## src/rtl/cfa_pkg.sv

```systemverilog
// ----------------------------------------------------------------------------
// cfa_pkg: shared types and constants of the complex arithmetic unit
// Operation and status codes, pipeline item types, CORDIC angle table and
// saturation and rounding helpers.
// ----------------------------------------------------------------------------
package cfa_pkg;

  localparam int DataW       = 32;
  localparam int FracW       = 16;
  localparam int AngFrac     = 30;
  localparam int NumCells    = 32;
  localparam int CordicSteps = 31;
  localparam int CordW       = 36;
  localparam int SqRemW      = 34;
  localparam int RndShift    = AngFrac - FracW;

  typedef enum logic [2:0] {
    OP_ADD   = 3'd0,
    OP_SUB   = 3'd1,
    OP_MUL   = 3'd2,
    OP_DIV   = 3'd3,
    OP_CONJ  = 3'd4,
    OP_MAG   = 3'd5,
    OP_ANGLE = 3'd6
  } op_e;

  typedef enum logic [1:0] {
    ST_OK   = 2'd0,
    ST_DIVZ = 2'd1,
    ST_SAT  = 2'd2
  } st_e;

  typedef logic signed [DataW-1:0] word_t;
  typedef logic [AngFrac-1:0] atan_arr_t [CordicSteps];

  localparam atan_arr_t AtanTab = '{
    30'd843314857, 30'd497837829, 30'd263043837, 30'd133525159, 30'd67021687,
    30'd33543516, 30'd16775851, 30'd8388437, 30'd4194283, 30'd2097149,
    30'd1048576, 30'd524288, 30'd262144, 30'd131072, 30'd65536, 30'd32768,
    30'd16384, 30'd8192, 30'd4096, 30'd2048, 30'd1024, 30'd512, 30'd256,
    30'd128, 30'd64, 30'd32, 30'd16, 30'd8, 30'd4, 30'd2, 30'd1
  };

  localparam logic signed [CordW-1:0] PiQ30     = 36'sd3373259426;
  localparam logic signed [CordW-1:0] HalfPiQ30 = 36'sd1686629713;
  localparam logic signed [CordW-1:0] RndHalf   = 36'sd1 <<< (RndShift - 1);

  localparam logic signed [2*DataW:0] WideMax = (65'sd1 <<< (DataW - 1)) - 65'sd1;
  localparam logic signed [2*DataW:0] WideMin = -(65'sd1 <<< (DataW - 1));
  localparam word_t WordMax = {1'b0, {(DataW-1){1'b1}}};
  localparam word_t WordMin = {1'b1, {(DataW-1){1'b0}}};

  typedef struct packed {
    logic  sat;
    word_t w;
  } satw_t;

  typedef struct packed {
    op_e   op;
    word_t ar;
    word_t ai;
    word_t br;
    word_t bi;
  } req_t;

  typedef struct packed {
    op_e                       op;
    word_t                     ar;
    word_t                     ai;
    word_t                     er;
    word_t                     ei;
    logic                      esat;
    logic signed [2*DataW-1:0] p_rr;
    logic signed [2*DataW-1:0] p_ii;
    logic signed [2*DataW-1:0] p_ri;
    logic signed [2*DataW-1:0] p_ir;
    logic [2*DataW-1:0]        sq_0;
    logic [2*DataW-1:0]        sq_1;
  } prod_t;

  typedef struct packed {
    op_e                     op;
    word_t                   ar;
    word_t                   ai;
    word_t                   er;
    word_t                   ei;
    logic                    esat;
    logic signed [2*DataW:0] s_r;
    logic signed [2*DataW:0] s_i;
    logic [2*DataW-1:0]      d;
  } sum_t;

  typedef struct packed {
    op_e                      op;
    word_t                    er;
    word_t                    ei;
    logic                     esat;
    logic                     edz;
    logic                     edone;
    logic [2*DataW-1:0]       dv;
    logic                     ovf_r;
    logic                     ovf_i;
    logic                     neg_r;
    logic                     neg_i;
    logic [2*DataW-1:0]       rem_r;
    logic [2*DataW-1:0]       rem_i;
    logic [DataW-1:0]         nlo_r;
    logic [DataW-1:0]         nlo_i;
    logic [DataW-1:0]         q_r;
    logic [DataW-1:0]         q_i;
    logic [2*DataW-1:0]       sq_bits;
    logic [SqRemW-1:0]        sq_rem;
    logic [DataW-1:0]         root;
    logic signed [CordW-1:0]  cx;
    logic signed [CordW-1:0]  cy;
    logic signed [CordW-1:0]  cz;
  } cell_t;

  typedef struct packed {
    st_e   st;
    word_t ri;
    word_t rr;
  } res_t;

  function automatic satw_t sat_w(input logic signed [2*DataW:0] v);
    satw_t r;
    r.sat = 1'b0;
    r.w   = v[DataW-1:0];
    if (v > WideMax) begin
      r.sat = 1'b1;
      r.w   = WordMax;
    end else if (v < WideMin) begin
      r.sat = 1'b1;
      r.w   = WordMin;
    end
    return r;
  endfunction

  // round half up from Q2.30 down to the output fraction
  function automatic logic signed [CordW-1:0] ang_rnd(input logic signed [CordW-1:0] z);
    logic signed [CordW-1:0] t;
    t = z + RndHalf;
    return t >>> RndShift;
  endfunction

  localparam logic signed [CordW-1:0] PiF     = ang_rnd(PiQ30);
  localparam logic signed [CordW-1:0] HalfPiF = ang_rnd(HalfPiQ30);

endpackage

```

## src/rtl/cfa_post.sv

```systemverilog
// ----------------------------------------------------------------------------
// cfa_post: result formatting and output register
// Picks the finished value per operation, applies saturation and angle
// rounding and builds the status code.
// ----------------------------------------------------------------------------
module cfa_post import cfa_pkg::*; (
  input  logic  clk_i,
  input  logic  load_i,
  input  cell_t cell_i,
  output res_t  res_o
);

  localparam logic [DataW:0] DivLimPos = {2'b00, {(DataW-1){1'b1}}};
  localparam logic [DataW:0] DivLimNeg = {2'b01, {(DataW-1){1'b0}}};

  res_t res_d, res_q;

  function automatic satw_t div_lane(input logic neg, input logic ovf,
                                     input logic [DataW-1:0] q);
    logic [DataW:0] lim;
    logic [DataW:0] m;
    satw_t          r;
    lim   = neg ? DivLimNeg : DivLimPos;
    m     = {1'b0, q};
    r.sat = 1'b0;
    if (ovf || (m > lim)) begin
      r.sat = 1'b1;
      m     = lim;
    end
    r.w = neg ? DataW'(-m) : m[DataW-1:0];
    return r;
  endfunction

  always_comb begin
    satw_t                   l0, l1;
    logic signed [CordW-1:0] z;
    logic                    sat, dz;
    l0  = '0;
    l1  = '0;
    z   = ang_rnd(cell_i.cz);
    sat = 1'b0;
    dz  = 1'b0;
    if (cell_i.edone) begin
      l0.w = cell_i.er;
      l1.w = cell_i.ei;
      sat  = cell_i.esat;
      dz   = cell_i.edz;
    end else begin
      case (cell_i.op)
        OP_DIV: begin
          l0  = div_lane(cell_i.neg_r, cell_i.ovf_r, cell_i.q_r);
          l1  = div_lane(cell_i.neg_i, cell_i.ovf_i, cell_i.q_i);
          sat = l0.sat | l1.sat;
        end
        OP_MAG: begin
          if (cell_i.root[DataW-1]) begin
            l0.w = WordMax;
            sat  = 1'b1;
          end else begin
            l0.w = cell_i.root;
          end
        end
        OP_ANGLE: begin
          if (z > PiF) z = PiF;
          if (z <= -PiF) z = -PiF + 1;
          l0  = sat_w((2*DataW+1)'(z));
          sat = l0.sat;
        end
        default: begin
          sat = 1'b0;
        end
      endcase
    end
    res_d.rr = l0.w;
    res_d.ri = l1.w;
    res_d.st = dz ? ST_DIVZ : (sat ? ST_SAT : ST_OK);
  end

  always_ff @(posedge clk_i) begin
    if (load_i) begin
      res_q <= res_d;
    end
  end

  assign res_o = res_q;

endmodule

```

## config.mk

```make
export PLATFORM = sky130hd
export DESIGN_NAME = cfa_post
export DESIGN_NICKNAME = d
export VERILOG_FILES = /design/src/rtl/cfa_pkg.sv /design/src/rtl/cfa_post.sv
export SDC_FILE = /design/constraint.sdc
export NUM_CORES = 1
export LEC_CHECK = 0
export BUFFER_PORTS_ARGS = -buffer_cell sky130_fd_sc_hd__buf_2
export CAP_MARGIN = 20
export CORE_AREA = 2 2 275 277
export DETAILED_ROUTE_END_ITERATION = 7
export DIE_AREA = 0 0 277 279
export SETUP_SLACK_MARGIN = 0.05
export SLEW_MARGIN = 20
export SYNTH_ARGS = -nofsm -noshare
export SYNTH_HDL_FRONTEND = slang
export SYNTH_SLANG_ARGS = --single-unit
```

## constraint.sdc

```tcl
create_clock -name clk_i -period 7.2 [get_ports clk_i]
set_clock_uncertainty 0.1 [all_clocks]
set_input_delay 1.44 -clock clk_i [delete_from_list [all_inputs] [get_ports clk_i]]
set_output_delay 1.44 -clock clk_i [all_outputs]
set_load 0.01 [all_outputs]
```

=== After elaboration in Yosys (flattened, before gate mapping) ===
Cells that the tools add are included.

* Bits in registers: 66
* Output and inout bits: 66
* Word-level logic and storage cells: 52

* Add/sub/neg operators: 3
* Order comparisons: 6
* Equality and inequality tests: 3
* Mux-type cells: 34
* Bitwise gates (word level): 1
* Reductions and logical operators: 2

{| class="wikitable"
|+ Operator list
! cell !! number
|-
| 2-to-1 mux 32 bit || 13
|-
| 2-to-1 mux 36 bit || 6
|-
| case mux 32 bit (3 select lines) || 1
|-
| 2-to-1 mux 33 bit || 2
|-
| greater-than comparator 32 bit || 2
|-
| negation 32 bit || 2
|-
| adder 36 x 15 -> 36 bit (second input constant) || 1
|-
| greater-than comparator 36 x 32 -> 1 bit (second input constant) || 1
|-
| <= comparator 36 x 19 -> 1 bit (second input constant) || 1
|-
| < comparator 36 x 32 -> 1 bit (second input constant) || 1
|-
| 2-to-1 mux 31 bit || 1
|-
| greater-than comparator 22 x 19 -> 1 bit (second input constant) || 1
|-
| 2-to-1 mux 1 bit || 9
|-
| equality test 3 bit (second input constant) || 2
|-
| equality test 3 x 2 -> 1 bit (second input constant) || 1
|-
| case mux 1 bit (3 select lines) || 1
|-
| logical OR 1 bit || 2
|-
| 2-to-1 mux 2 bit || 1
|-
| bitwise OR 1 bit || 1
|}

=== Longest topological paths before layout ===
* Word-level depth: 15
* Depth in mapped cells: 23
* Gate-level depth less buffers: 19

=== Least setup slack after synthesis ===
No wires, ideal clock.

* Kind: input port to flip-flop
* Start: in cell_i[494] in the netlist's numbering
* End: reg res_q, in the netlist res_o[60], data pin
* Library setup time: 0.261 ns
* Arrival time: 6.184 ns
* Setup slack: 0.656 ns
* Cell stages on the path: 21
* Path through: clkinv_1 > clkbuf_1 > ha_1 > nand4_1 > nor4_1 > nand2_1 > or3_1 > and2_1 > buf_2 > clkbuf_1 > o21ai_0 > ha_1 > nand3_1 > or3b_1 > or3_1 > or3_1 > buf_2 > or3_1 > mux2_2 > a211oi_1 > o21ai_1

{| class="wikitable"
|+ RTL lines
! what !! RTL line !! RTL
|-
| from (decl) || cfa_post.sv:9 || <nowiki>input cell_t cell_i,</nowiki>
|-
| to (signal assigned) || cfa_post.sv:81 || <nowiki>res_q <= res_d;</nowiki>
|-
| to (decl) || cfa_post.sv:16 || <nowiki>res_t res_d, res_q;</nowiki>
|}

==> results.ini <==
[setup_path]
path_cells=buf_2 -> ha_1 -> a21o_1 -> a21o_1 -> a221o_1 -> a211o_1 -> a2111o_1 -> and2_1 -> o21ai_0 -> ha_1 -> nand3_1 -> or3b_1 -> or3_1 -> or3_1 -> or3_1 -> mux2_2 -> o31ai_1 -> a32oi_1
crit_path_frequent_cell=or3_1
crit_fanout=17
slowest_stage=a2111o_1
cp_top_family=compound AO/OA/AOI/OAI gates
critPathLaunch=cell_i[494]
arrival_ns=6.44
crit_buf_inv=1
cpPeakStageDelay_ns=0.46
critPathRequiredTime_ns=7.19
cp-end-kind=flip-flop
criticalPathCategory=in2reg
crit_path_start_kind=input port

[clock_network]
cts_tree=built
clock-sinks=66
numCtsBuffers=9
post_cts_resized=0
post-cts-setup-buffers=0
cts-hold-fix-buffers=0
htreeDepth=3
cts-root-buf=clkbuf_16
cts.clk_slew.worst_paths_ns=0.06
cts_buffer_depth=2

[hold_path]
hold_start=cell_i[615]
worstHoldPathCells=3
hold_class=in2reg
whs_endpoint=res_o[18]

[timing]
slew_violations=0
tns_ns=0
fmax_mhz=155
timing.final.hold_violations=0
fin_ws_ns=0.755
rsz0062_at_grt=false
fin_crit_sh=0.895
tightest_slew_ns=0.993
slew-limit-headroom=0.336
fin_crit_ns=6.45
hold-worst-slack_ns=1.24
setup_viol=0

[synth]
synth_area_mm2=0.00786
synth.net_count=1704
synth-async-reset-ratio=0
yosys_warnings=0
synthCells=1003
synth_cell_types=77
seq_area_frac_synth=0.252
synth-edff-count=66
ys_ff_latch=66
synth_area_leaders=edfxtp_1 25%, ha_1 11%, o21ai_0 6.5%
synth_top_area_frac=0.252
synth_flop_cell=edfxtp_1
avgSynthCellArea_um2=7.83
yosys.area.top_type=edfxtp_1

[place]
place_ws_ns=0.372
dp.cells=2188
gp_congestion=0.901
io_buffers=260
hpwl_um=38900
placement.cell_area_mm2=0.0103

[drt]
vias=9168
ant_nets=0
dr.pass1.iters=5
drc_errors=0
drt_iter0_markers=864
viasPerCell=4.14
post_drt_wl_per_cell_um=21.0
wl_um=46500

[pwr]
ir_drop_mv=0.0708
power_density_mw_per_mm2=135
power.leakage_nw=4.01
power_mw=1.43

[floorplanning]
die_h_um=279
dieWidth_um=277
initial_core_util=0.106
dieArea_mm2=0.0773
coreArea_mm2=0.0741
core.rowCount=100
io-pin-count=700

[run]
maxCapViolCount=0

[layout]
post_layout_nonfiller_instances=2217
synthToLayoutAreaGrowth_pct=35.3
fillCellCount=8547
multi_input_area_mm2=0.00555
final_common_cell=buf_2
final_util=0.143
seq_area_mm2=0.00198
final_cell_mix=259 x buf_2, 125 x nand2_1, 102 x o21ai_0
fin_area_mm2=0.0106
nets=1931
largest_reg_flops=66
drive_gt1_frac=0.260

[global_route]
grt_pass1_wl_um=64100
grt_max_degree=77
grt_pass1_vias=8697
overflow=0
grt_usage=0.118
antenna_found_initial=41

[outcome]
status=finished, final reports clean

==> synthesized netlist by cell type, drive strengths merged, types with 8 or more instances <==
cell type  count
a21oi         73
o22ai         10
nor2          79
nor4b          8
xnor2         27
inv           13
a31oi         15
o21ai        107
nor4          16
o31ai         16
and3           8
o211ai        13
nand4         25
a211oi        19
or4            9
a221oi         9
a21o          20
nand3         25
edfxtp        66
and2           8
nand2        125
or3           14
ha            67
nor3          33
clkbuf        52
buf           15
a221o         16
==> logic make-up (layout without fill, tap and decap cells) <==
| group | after synthesis | count (layout) | share of synthesized area |
|---|---|---|---|
| multiplexers | 11 | 11 | 0.0147 |
| AND/OR/NAND/NOR | 383 | 383 | 0.247 |
| adder cells (fa/ha/maj) | 67 | 67 | 0.107 |
| other | 0 | 13 | 0 |
| flip-flops | 66 | 66 | 0.252 |
| AO/OA/AOI/OAI | 360 | 360 | 0.300 |
| buffers and inverters | 82 | 314 | 0.0409 |
| XOR/XNOR | 34 | 34 | 0.0379 |
==> worst max path at each step <==
stage / endpoint / slack, ns / depth (start not counted)
after floorplan: res_o[60] / 0.66 / 21
after global placement: res_o[60] / 0.38 / 18
after detailed placement: res_o[60] / 0.37 / 18
after CTS: res_o[60] / 0.75 / 18
after global routing: res_o[60] / 0.42 / 18
final: res_o[62] / 0.75 / 18
==> power breakdown <==
group          switching, mW  internal, mW  total, mW
Combinational          0.314         0.174      0.488
Sequential           0.00763         0.462      0.470
Clock                  0.203         0.270      0.473
==> cell type report <==
cell class	instances	area share
Clock buffer	9	0.0212
Inverter	15	0.00530
Tap cell	969	0.114
Clock inverter	7	0.00706
Sequential cell	66	0.187
Timing Repair Buffer	283	0.140
Antenna cell	13	0.00306
Multi-Input combinational cell	855	0.523
==> metal layers <==
metal,track usage,share of wire,vias up
li1,-,-,4390
met1,0.139,0.41,4313
met2,0.187,0.45,372
met3,0.0570,0.11,71
met4,0.0400,0.031,22
met5,0,0.0030,-
(Power assumes the default switching activity.)
