[src/rtl/cfa_pkg.sv]
// ----------------------------------------------------------------------------
// cfa_pkg: shared types and constants of the complex arithmetic unit
// Operation and status codes, pipeline item types, CORDIC angle table and
// saturation and rounding helpers.
// ----------------------------------------------------------------------------
package cfa_pkg;

  localparam int DataW       = 32;
  localparam int FracW       = 16;
  localparam int AngFrac     = 30;
  localparam int NumCells    = 32;
  localparam int CordicSteps = 31;
  localparam int CordW       = 36;
  localparam int SqRemW      = 34;
  localparam int RndShift    = AngFrac - FracW;

  typedef enum logic [2:0] {
    OP_ADD   = 3'd0,
    OP_SUB   = 3'd1,
    OP_MUL   = 3'd2,
    OP_DIV   = 3'd3,
    OP_CONJ  = 3'd4,
    OP_MAG   = 3'd5,
    OP_ANGLE = 3'd6
  } op_e;

  typedef enum logic [1:0] {
    ST_OK   = 2'd0,
    ST_DIVZ = 2'd1,
    ST_SAT  = 2'd2
  } st_e;

  typedef logic signed [DataW-1:0] word_t;
  typedef logic [AngFrac-1:0] atan_arr_t [CordicSteps];

  localparam atan_arr_t AtanTab = '{
    30'd843314857, 30'd497837829, 30'd263043837, 30'd133525159, 30'd67021687,
    30'd33543516, 30'd16775851, 30'd8388437, 30'd4194283, 30'd2097149,
    30'd1048576, 30'd524288, 30'd262144, 30'd131072, 30'd65536, 30'd32768,
    30'd16384, 30'd8192, 30'd4096, 30'd2048, 30'd1024, 30'd512, 30'd256,
    30'd128, 30'd64, 30'd32, 30'd16, 30'd8, 30'd4, 30'd2, 30'd1
  };

  localparam logic signed [CordW-1:0] PiQ30     = 36'sd3373259426;
  localparam logic signed [CordW-1:0] HalfPiQ30 = 36'sd1686629713;
  localparam logic signed [CordW-1:0] RndHalf   = 36'sd1 <<< (RndShift - 1);

  localparam logic signed [2*DataW:0] WideMax = (65'sd1 <<< (DataW - 1)) - 65'sd1;
  localparam logic signed [2*DataW:0] WideMin = -(65'sd1 <<< (DataW - 1));
  localparam word_t WordMax = {1'b0, {(DataW-1){1'b1}}};
  localparam word_t WordMin = {1'b1, {(DataW-1){1'b0}}};

  typedef struct packed {
    logic  sat;
    word_t w;
  } satw_t;

  typedef struct packed {
    op_e   op;
    word_t ar;
    word_t ai;
    word_t br;
    word_t bi;
  } req_t;

  typedef struct packed {
    op_e                       op;
    word_t                     ar;
    word_t                     ai;
    word_t                     er;
    word_t                     ei;
    logic                      esat;
    logic signed [2*DataW-1:0] p_rr;
    logic signed [2*DataW-1:0] p_ii;
    logic signed [2*DataW-1:0] p_ri;
    logic signed [2*DataW-1:0] p_ir;
    logic [2*DataW-1:0]        sq_0;
    logic [2*DataW-1:0]        sq_1;
  } prod_t;

  typedef struct packed {
    op_e                     op;
    word_t                   ar;
    word_t                   ai;
    word_t                   er;
    word_t                   ei;
    logic                    esat;
    logic signed [2*DataW:0] s_r;
    logic signed [2*DataW:0] s_i;
    logic [2*DataW-1:0]      d;
  } sum_t;

  typedef struct packed {
    op_e                      op;
    word_t                    er;
    word_t                    ei;
    logic                     esat;
    logic                     edz;
    logic                     edone;
    logic [2*DataW-1:0]       dv;
    logic                     ovf_r;
    logic                     ovf_i;
    logic                     neg_r;
    logic                     neg_i;
    logic [2*DataW-1:0]       rem_r;
    logic [2*DataW-1:0]       rem_i;
    logic [DataW-1:0]         nlo_r;
    logic [DataW-1:0]         nlo_i;
    logic [DataW-1:0]         q_r;
    logic [DataW-1:0]         q_i;
    logic [2*DataW-1:0]       sq_bits;
    logic [SqRemW-1:0]        sq_rem;
    logic [DataW-1:0]         root;
    logic signed [CordW-1:0]  cx;
    logic signed [CordW-1:0]  cy;
    logic signed [CordW-1:0]  cz;
  } cell_t;

  typedef struct packed {
    st_e   st;
    word_t ri;
    word_t rr;
  } res_t;

  function automatic satw_t sat_w(input logic signed [2*DataW:0] v);
    satw_t r;
    r.sat = 1'b0;
    r.w   = v[DataW-1:0];
    if (v > WideMax) begin
      r.sat = 1'b1;
      r.w   = WordMax;
    end else if (v < WideMin) begin
      r.sat = 1'b1;
      r.w   = WordMin;
    end
    return r;
  endfunction

  // round half up from Q2.30 down to the output fraction
  function automatic logic signed [CordW-1:0] ang_rnd(input logic signed [CordW-1:0] z);
    logic signed [CordW-1:0] t;
    t = z + RndHalf;
    return t >>> RndShift;
  endfunction

  localparam logic signed [CordW-1:0] PiF     = ang_rnd(PiQ30);
  localparam logic signed [CordW-1:0] HalfPiF = ang_rnd(HalfPiQ30);

endpackage

[src/rtl/cfa_cell.sv]
// ----------------------------------------------------------------------------
// cfa_cell: one step of the iterative chain
// Holds one item and advances it by one restoring-divide step on both lanes,
// one root digit and, in all but the last cell, one CORDIC vectoring rotation.
// ----------------------------------------------------------------------------
module cfa_cell import cfa_pkg::*; #(
  parameter int Idx = 0
) (
  input  logic  clk_i,
  input  logic  rst_ni,
  input  logic  en_i,
  input  logic  vld_i,
  input  cell_t cell_i,
  output logic  vld_o,
  output cell_t cell_o
);

  cell_t                   cell_d, cell_q;
  logic                    vld_q;
  logic signed [CordW-1:0] cx_n, cy_n, cz_n;

  if (Idx < CordicSteps) begin : g_rot
    always_comb begin
      logic signed [CordW-1:0] x, y, z, dx, dy, at;
      x  = cell_i.cx;
      y  = cell_i.cy;
      z  = cell_i.cz;
      dx = y >>> Idx;
      dy = x >>> Idx;
      at = CordW'(AtanTab[Idx]);
      if (y > 0) begin
        cx_n = x + dx;
        cy_n = y - dy;
        cz_n = z + at;
      end else begin
        cx_n = x - dx;
        cy_n = y + dy;
        cz_n = z - at;
      end
    end
  end else begin : g_pass
    assign cx_n = cell_i.cx;
    assign cy_n = cell_i.cy;
    assign cz_n = cell_i.cz;
  end

  always_comb begin
    logic [2*DataW:0]  r2_r, r2_i, dvx;
    logic              ge_r, ge_i, sq_ge;
    logic [SqRemW+1:0] sr2, trial;
    cell_d = cell_i;

    dvx  = {1'b0, cell_i.dv};
    r2_r = {cell_i.rem_r, cell_i.nlo_r[DataW-1]};
    r2_i = {cell_i.rem_i, cell_i.nlo_i[DataW-1]};
    ge_r = r2_r >= dvx;
    ge_i = r2_i >= dvx;
    cell_d.rem_r = ge_r ? (2*DataW)'(r2_r - dvx) : r2_r[2*DataW-1:0];
    cell_d.rem_i = ge_i ? (2*DataW)'(r2_i - dvx) : r2_i[2*DataW-1:0];
    cell_d.q_r   = {cell_i.q_r[DataW-2:0], ge_r};
    cell_d.q_i   = {cell_i.q_i[DataW-2:0], ge_i};
    cell_d.nlo_r = {cell_i.nlo_r[DataW-2:0], 1'b0};
    cell_d.nlo_i = {cell_i.nlo_i[DataW-2:0], 1'b0};

    // one root digit per cell, two radicand bits in
    sr2   = {cell_i.sq_rem, cell_i.sq_bits[2*DataW-1 -: 2]};
    trial = {{(SqRemW-DataW){1'b0}}, cell_i.root, 2'b01};
    sq_ge = sr2 >= trial;
    cell_d.sq_rem  = sq_ge ? SqRemW'(sr2 - trial) : sr2[SqRemW-1:0];
    cell_d.root    = {cell_i.root[DataW-2:0], sq_ge};
    cell_d.sq_bits = {cell_i.sq_bits[2*DataW-3:0], 2'b00};

    cell_d.cx = cx_n;
    cell_d.cy = cy_n;
    cell_d.cz = cz_n;
  end

  always_ff @(posedge clk_i or negedge rst_ni) begin
    if (!rst_ni) begin
      vld_q <= 1'b0;
    end else if (en_i) begin
      vld_q <= vld_i;
    end
  end

  always_ff @(posedge clk_i) begin
    if (en_i) begin
      cell_q <= cell_d;
    end
  end

  assign vld_o  = vld_q;
  assign cell_o = cell_q;

endmodule

[config.mk]
export PLATFORM = sky130hd
export DESIGN_NAME = cfa_cell
export DESIGN_NICKNAME = d
export VERILOG_FILES = /design/src/rtl/cfa_pkg.sv /design/src/rtl/cfa_cell.sv
export SDC_FILE = /design/constraint.sdc
export NUM_CORES = 1
export LEC_CHECK = 0
export BUFFER_PORTS_ARGS = -buffer_cell sky130_fd_sc_hd__buf_2
export CAP_MARGIN = 20
export CORE_AREA = 2 2 497 499
export CTS_BUF_LIST = sky130_fd_sc_hd__clkbuf_4
export DETAILED_ROUTE_END_ITERATION = 10
export DIE_AREA = 0 0 499 501
export HOLD_SLACK_MARGIN = 0.15
export REMOVE_ABC_BUFFERS = 1
export SYNTH_ARGS = -nofsm -noshare
export SYNTH_HDL_FRONTEND = slang
export SYNTH_SLANG_ARGS = --single-unit
[constraint.sdc]
create_clock -name clk_i -period 0.85 [get_ports clk_i]
set_clock_uncertainty 0.15 [all_clocks]
set_input_delay 0.1275 -clock clk_i [delete_from_list [all_inputs] [get_ports clk_i]]
set_output_delay 0.1275 -clock clk_i [all_outputs]
set_load 0.05 [all_outputs]
# --- After elaboration in Yosys (flattened, before gate mapping) ---
# Index checks and enable logic that the tools add are counted.
totals:
  ramBits: 0
  memories: 0
  input_bits: 636
  wordCells: 42
  mem_bits_ro: 0
  latchBits: 0
  register_bits: 629
  out_inout_bits: 633
op_classes:
  bitwise_logic: 0
  order_cmp: 4
  muxes: 6
  n_eq_ne: 0
  shifts: 0
  reduce_logical: 0
  mul: 0
  add_sub_neg: 8
  n_div: 0
op_table:
  columns: ["operator", "n"]
  rows:
  - ["65-bit by 64-bit greater-or-equal comparator with 1-bit output", 2]
  - ["64-bit 2-to-1 mux", 2]
  - ["64-bit subtractor", 2]
  - ["36-bit 2-to-1 mux", 3]
  - ["36-bit subtractor", 2]
  - ["36-bit by 31-bit adder with 36-bit output, second input constant", 1]
  - ["36-bit adder", 1]
  - ["36-bit by 34-bit greater-or-equal comparator with 1-bit output", 1]
  - ["36-bit by 1-bit > comparator with 1-bit output, second input constant", 1]
  - ["36-bit by 31-bit subtractor with 36-bit output, second input constant", 1]
  - ["34-bit 2-to-1 mux", 1]
  - ["34-bit subtractor", 1]

# --- Depth between registers and ports, before layout ---
# Gate-level depths: netlist of the first run.
logic_depth:
  ltp_word: 2
  mapped_depth: 19
  mapped_depth_nobuf: 17

# --- Worst setup path after synthesis of the first run ---
# No wires, ideal clock.
synth_timing:
  path_type: "input to register"
  startpoint: "input port cell_i[41] (netlist name)"
  endpoint: "register cell_q, in the netlist cell_o[32], data pin"
  path_stages: 19
  arrival_ns: 4.578
  t_required_ns: 0.438
  setup_slack_ns: -4.140
  path_buffers: 2
  setup_time_ns: 0.262
  cell_sequence: "nor4_1 nand4_1 nor2_1 a41o_1 clkbuf_1 clkbuf_1 ha_1 a21o_1 a21oi_1 o21bai_1 a2111oi_1 o21a_1 nor3_1 a211oi_2 o31ai_1 a221o_1 a211oi_1 o21bai_1 xor2_1"
synth_rtl:
  columns: ["item", "line_no", "rtl"]
  rows:
  - ["from (decl)", "cfa_cell.sv:13", "input cell_t cell_i,"]
  - ["to (signal assigned)", "cfa_cell.sv:88", "cell_q <= cell_d;"]
  - ["to (decl)", "cfa_cell.sv:18", "cell_t cell_d, cell_q;"]

==> results by group, run 1 <==
STA
  – Relative slew slack: 0.412
  – Final period utilization: 3.51
  – RSZ-0062 raised after global routing: true
  – WHS: -1.08 ns
  – Slew of the pin with the lowest slew margin: 0.879 ns
  – Worst Slack Setup Final: -2.14 ns
  – Final Hold Viols: 286
  – Setup Viol. Count Final: 1,589
  – Setup TNS: -1466.82 ns
  – Tmin final: 2.99 ns
  – Fmax: 0.335 GHz
  – Fin. max-slew vios: 0

Global route
  – First-pass GRT wire length: 362,000 um
  – GRT Resource Usage Total: 0.205
  – Remaining global-route overflow: 0
  – Vias in the first global route: 47,872
  – Largest net degree at the start of global routing: 42
  – Initial antenna violation count: 128

Run
  – Max-cap viol count: 0

Route
  – Drt wl/cell: 25.5 um
  – Via count: 46,013
  – Met2 WL: 133,000 um
  – Iter 0 DRT Violations: 3,108
  – DRC violations left: 0
  – Highest routed layer: met5
  – Metal3 WL: 20,500 um
  – Antenna Nets Post-Route: 0
  – Total Wirelength: 274,000 um
  – Via density: 4.29
  – WL met1: 99,900 um
  – Drt pass-1 iters: 5

Clock tree
  – CTS tree: built
  – Clock sink count: 628
  – Worst-skew pair later-pin latency: 1.24 ns
  – CTS buffer count: 186
  – H-tree depth: 4
  – Clk pin slew, worst setup/hold paths: 0.08 ns
  – Root Driver: clkbuf_4
  – Clock Tree Buf Depth: 3

Setup path
  – Crit start category: input pin
  – Slowest cell delay on critical path: 0.63 ns
  – RR Startpoint: vld_o
  – Reg2Reg Setup Slack: -0.07 ns
  – CP max FO: 3
  – Data required time of the worst path: 1.67 ns
  – Critical Path Most Common Cell: a21o_1
  – Worst path cell trace: buf_2 > dlygate4sd3_1 > ha_4 > a21o_1 > a21o_1 > a21o_1 > nor2_2 > o22ai_2 > o2111ai_2 > a22o_4 > nor3_4 > o21a_4 > buf_4 > buf_6 > buf_6 > buf_6 > a21o_1 > or3b_4 > and3_4
  – Worst R2R Path Depth: 1
  – Crit Path Category: in -> reg
  – Worst R2R End: vld_o
  – WP data arrival: 3.81 ns
  – Crit-path slowest cell: dlygate4sd3_1
  – Worst setup EP type: flop

Floorplan
  – Die area: 0.250 mm^2
  – Die Span Y: 501 um
  – I/O pins: 1,269
  – Die W: 499 um
  – Core ar.: 0.245 mm^2
  – Core Rows: 182
  – Initial Util: 0.156

Logic synthesis
  – Xor and xnor area share after synthesis: 0.0574
  – Leading area contributor after synthesis: edfxtp_1
  – Ys Warns: 0
  – Synth async-reset ratio: 0.00159
  – Synthesized area per cell: 10.8 um^2
  – Mapped Cells: 3,530
  – Yosys reg bits: 628
  – Post-synth top cells: edfxtp_1 (627), a21oi_1 (361), ha_1 (301)
  – Mux cell area share after synthesis: 0.0318
  – Seq/Total Area, Yosys: 0.495
  – Post-synthesis adder-cell area fraction: 0.102
  – Top cells by area, synth: edfxtp_1 (49%), ha_1 (9.9%), a21oi_1 (4.7%)
  – Area share of the largest cell type after synthesis: 0.494
  – Most common cell in the synthesized netlist: edfxtp_1
  – Compound-Gate Fraction of Synth Area: 0.168
  – Most used DFF post-synth: edfxtp_1
  – Post-Synth Simple-Gate Area: 0.102
  – Synthesized area: 0.0381 mm^2
  – Yosys cell types: 98
  – Main combinational cell family by area after synthesis: compound AO/OA/AOI/OAI gates
  – EDFF count, synth: 627

Placement
  – DP Wirelength: 212,000 um
  – DP Worst Slack: -3.72 ns
  – I/O Buffers: 1,262
  – DP Cell Count: 9,151
  – Cell Area, Placed: 0.0622 mm^2
  – Routability cong.: 0.951

Pwr
  – Int Pwr: 0.0823 W
  – Reg power frac: 0.307
  – P per Cell Area: 1630 mW/mm^2
  – Combinational Power Share: 0.467
  – Psw: 0.0542 W
  – Clock share of power: 0.226
  – Leak Pwr: 36.7 nW
  – Peak VDD IR: 1130 uV
  – Net Sw Frac: 0.397

Layout
  – Post-route design area: 0.0838 mm^2
  – Ratio of cells with drive above 1 in the final layout: 0.520
  – Net count, final: 8,237
  – Area grow syn2layout: 120%
  – Post-route insts no fill: 10,725

Min path
  – Hold Crit Depth: 1
  – Hold Crit Class: in -> reg
  – Worst Hold Launch: cell_i[503]
  – Worst hold endpoint: cell_o[503]

Run status
  – Status: finished, violations left
  – Failing checks: negative hold slack, negative setup slack
worst max-delay path: cells and delay by family:
kind	cells	cell delay [ns]
simple gates	4	0.74
buf+inv	6	1.19
fa+ha+maj	1	0.20
compound gates	8	1.51
how the worst max path moves through the flow:
stage                      from     endpoint  slack, ns  cells past startpoint
CTS                  cell_i[55]   cell_o[30]      -1.89                     19
global route         cell_i[47]   cell_o[30]      -2.07                     19
global placement     cell_i[43]   cell_o[32]      -3.84                     20
finish              cell_i[450]  cell_o[491]      -2.14                     19
detailed placement   cell_i[64]   cell_o[30]      -3.72                     17
floorplan            cell_i[41]   cell_o[32]      -6.31                     17
final cells by class:
type                    instances  area (um^2)
multi-input cells            2501        22800
well taps                    3220         4030
clock buffers                 255         1910
flip-flops and latches        628        18900
repair buffers               3719        34600
fillers                     24043       161000
diodes                         79          198
clock inverters                65          414
inverters                     258         1040
power by group through the flow:
| stage | combinational, W | sequential [W] | clock, W |
|---|---|---|---|
| after floorplan | 0.0124 | 0.0529 | 0 |
| after global placement | 0.0503 | 0.0423 | 0 |
| after detailed placement | 0.0505 | 0.0421 | 0 |
| after CTS | 0.0600 | 0.0419 | 0.0315 |
| after global routing | 0.0664 | 0.0421 | 0.0334 |
| final | 0.0637 | 0.0419 | 0.0309 |
metrics by stage:
stage	util	total power, W
after floorplan	-	0.0652
final	0.343	0.137
after global routing	0.342	0.142
after CTS	0.329	0.133
after global placement	0.254	0.0926
after detailed placement	0.254	0.0926
cell families after synthesis:
family,after synthesis
flops,628
simple gates,814
mux,95
fa+ha+maj,307
compound gates,1031
buf+inv,404
xor+xnor,250
other cells,1
routing by layer:
layer / up-vias / track usage
li1: 20734 / -
met1: 22356 / 0.223
met2: 2146 / 0.354
met3: 719 / 0.0557
met4: 58 / 0.127
met5: - / 0
cell usage in the layout (no fill, tap or decap), types with 176 or more instances in the layout:
cell type,netlist,routed
buf_12,6,352
dlygate4sd3_1,0,967
edfxtp_1,627,627
ha_1,301,176
clkbuf_4,0,256
inv_1,256,212
a21oi_1,361,250
buf_6,1,293
buf_2,25,765
nor2_1,236,178
buf_4,7,1282
repair_timing:
item	in CTS	in global routing
gates cloned	20	2
hold endpoints to repair	1256	576
pin swaps	303	316
gates resized for setup	1151	648
endpoints found under the setup margin	898	1569
buffers inserted	156	113
hold buffers	992	127
flip-flops by register name, summed over array words and instances, names as in the netlist:
register and count:
vld_o 1, cell_o 627
Power figures use the tool's default switching activity.
==> run 2, diff against run 1 <==
- CORE_AREA: 2 2 497 499 -> 2 2 488 490
- DIE_AREA: 0 0 499 501 -> 0 0 490 492
==> run 2 against run 1 <==
Compared with the run above: the flow still finishes with violations (negative hold slack, negative setup slack); sequential cell count unchanged; clock power is essentially flat; die area is 3.6% lower; core utilization decreased by 0.29 points; largest power group unchanged; critical endpoint is now cell_o[430]; via count down 0.80%; worst setup slack worse by 0.24 ns; critical path depth fell by 2; final area is 4.3% lower; highest routed layer unchanged; cell count fell by 0.50%; wire length decreased by 4.1%; global-route usage shrank 0.12 points; sequential power about the same.
==> results by group, run 2 (synthesis gave the netlist of run 1 again) <==
Clock tree
  – Clk pin slew, worst setup/hold paths: 0.07 ns (was 0.08 ns)
  – Clock Tree Buf Depth: 3 (unchanged)
  – CTS buffer count: 186 (unchanged)
  – Clock sink count: 628 (unchanged)
  – Worst-skew pair later-pin latency: 1.27 ns (was 1.24 ns)
  – Root Driver: clkbuf_4 (unchanged)
  – CTS tree: built (unchanged)
  – H-tree depth: 4 (unchanged)

Placement
  – I/O Buffers: 1,262 (unchanged)
  – DP Wirelength: 209,000 um (was 212,000 um)
  – Routability cong.: 0.988 (was 0.951)

STA
  – RSZ-0062 raised after global routing: true (unchanged)
  – Fmax: 0.310 GHz (was 0.335 GHz)
  – Final Hold Viols: 460 (was 286)
  – Worst Slack Setup Final: -2.37 ns (was -2.14 ns)
  – Final period utilization: 3.79 (was 3.51)
  – Fin. max-slew vios: 0 (unchanged)
  – Setup Viol. Count Final: 1,416 (was 1,589)
  – WHS: -1.05 ns (was -1.08 ns)
  – Slew of the pin with the lowest slew margin: 0.864 ns (was 0.879 ns)
  – Relative slew slack: 0.424 (was 0.412)
  – Tmin final: 3.22 ns (was 2.99 ns)
  – Setup TNS: -1419.08 ns (was -1466.82 ns)

Route
  – Total Wirelength: 262,000 um (was 274,000 um)
  – Iter 0 DRT Violations: 3,008 (was 3,108)
  – Via density: 4.28 (was 4.29)
  – Drt pass-1 iters: 5 (unchanged)
  – Via count: 45,647 (was 46,013)
  – DRC violations left: 0 (unchanged)
  – Drt wl/cell: 24.6 um (was 25.5 um)
  – Antenna Nets Post-Route: 0 (unchanged)

Run
  – Max-cap viol count: 0 (unchanged)

Layout
  – Most frequent cells in the layout: buf_4 (1,340), dlygate4sd3_1 (1,026), buf_2 (923) (was buf_4 (1,282), dlygate4sd3_1 (967), buf_2 (765))
  – Commonest non-fill, non-tap cell in the layout: buf_4 (unchanged)
  – Fillers: 23,361 (was 24,043)
  – Net count, final: 8,243 (was 8,237)
  – Ratio of cells with drive above 1 in the final layout: 0.478 (was 0.520)
  – Largest register FFs: 627 (unchanged)
  – Area grow syn2layout: 111% (was 120%)

Global route
  – Initial antenna violation count: 127 (was 128)
  – GRT Resource Usage Total: 0.204 (was 0.205)
  – Largest net degree at the start of global routing: 61 (was 42)
  – Vias in the first global route: 46,349 (was 47,872)
  – Remaining global-route overflow: 0 (unchanged)
  – First-pass GRT wire length: 348,000 um (was 362,000 um)

Pwr
  – Peak VDD IR: 1150 uV (was 1130 uV)
  – Leak Pwr: 35.5 nW (was 36.7 nW)
  – P per Cell Area: 1640 mW/mm^2 (was 1630 mW/mm^2)

Setup path
  – CP max FO: 7 (was 3)
  – Data required time of the worst path: 1.65 ns (was 1.67 ns)
  – WP data arrival: 4.02 ns (was 3.81 ns)
  – Worst setup EP type: flop (unchanged)
  – Crit start category: input pin (unchanged)
  – Crit Path Category: in -> reg (unchanged)

Floorplan
  – Core ar.: 0.236 mm^2 (was 0.245 mm^2)
  – Die area: 0.241 mm^2 (was 0.250 mm^2)
  – Core Rows: 179 (was 182)
  – Die W: 490 um (was 499 um)
  – Die Span Y: 492 um (was 501 um)
  – I/O pins: 1,269 (unchanged)
  – Initial Util: 0.161 (was 0.156)

Run status
  – Status: finished, violations left (unchanged)
  – Failing checks: negative hold slack, negative setup slack (unchanged)

Min path
  – Hold Crit Class: in -> reg (unchanged)
## run 2: changes by cell type in the layout (fill, tap and decap cells not counted), sizes merged
cell,before,now
dlygate4sd3,967,1026
buf,2746,2688
diode,79,67
inv,260,267
clkinv,60,64
bufbuf,2,0
clkinvlp,2,0
dlymetal6s2s,0,2
clkbuf,258,259
## run 2: final timing paths
path / start / slack [ns] / end / cells past startpoint
setup / recovery: cell_i[449] / -2.37 / cell_o[430] / 17
hold / removal: cell_i[501] / -1.05 / cell_o[501] / 1
setup reg to reg: vld_o / -0.07 / vld_o / 1
hold reg to reg: vld_o / 0.40 / vld_o / 1
max in group asynchronous: rst_ni / -0.14 / vld_o / 5
min in group asynchronous: rst_ni / 0.59 / vld_o / 5
## run 2: routing by layer
metal  routed length (um)  track usage
met3                20800       0.0589
met1                95700        0.221
met2               130000        0.356
met4                16000        0.114
met5                  331            0
## run 2: cell type report
cell class | instances | area [um^2] | share of cell area
Antenna cell | 67 | 168 | 0.00209
Clock buffer | 251 | 1880 | 0.0235
Clock inverter | 74 | 447 | 0.00557
Inverter | 258 | 1010 | 0.0125
Multi-Input combinational cell | 2501 | 20700 | 0.259
Sequential cell | 628 | 18900 | 0.235
Tap cell | 3167 | 3960 | 0.0494
Timing Repair Buffer | 3725 | 33200 | 0.414
## run 2: critical path, cell delays in order
cell and delay (ns):
buf_2 0.10, dlygate4sd3_1 0.61, ha_4 0.30, nand4_1 0.23, nor3_4 0.32, o21ai_4 0.14
a211oi_4 0.32, o2111ai_2 0.20, a22o_4 0.30, nor3_4 0.23, o21a_4 0.20, a41oi_4 0.16
buf_12 0.18, buf_8 0.12, buf_12 0.14, buf_12 0.14, mux2i_1 0.14
## run 2: repair_timing
action / CTS / global route
hold buffers: 1026 / 143
setup buffers: 36 / 46
endpoints found under the hold margin: 1256 / 698
gates resized for setup: 262 / 561
cloned: 5 / 9
setup endpoints to repair: 900 / 1366
pin swaps: 83 / 194
## run 2: where the power goes
group          switching, W  internal, W
Combinational        0.0327       0.0263
Clock                0.0165       0.0144
Sequential          0.00297       0.0388
## run 2: per-stage QoR
stage          area, um^2  power, W   util  setup WS [ns]  instances
2_1_floorplan       37400    0.0652      -          -6.31       3387
3_3_place_gp        62700    0.0927  0.265          -4.09       9157
3_5_place_dp        62700    0.0927  0.265          -4.00       9157
4_1_cts             77000     0.129  0.326          -2.02      10547
5_1_grt             80200     0.137  0.339          -2.22      10655
6_report            80300     0.132  0.340          -2.37      10671
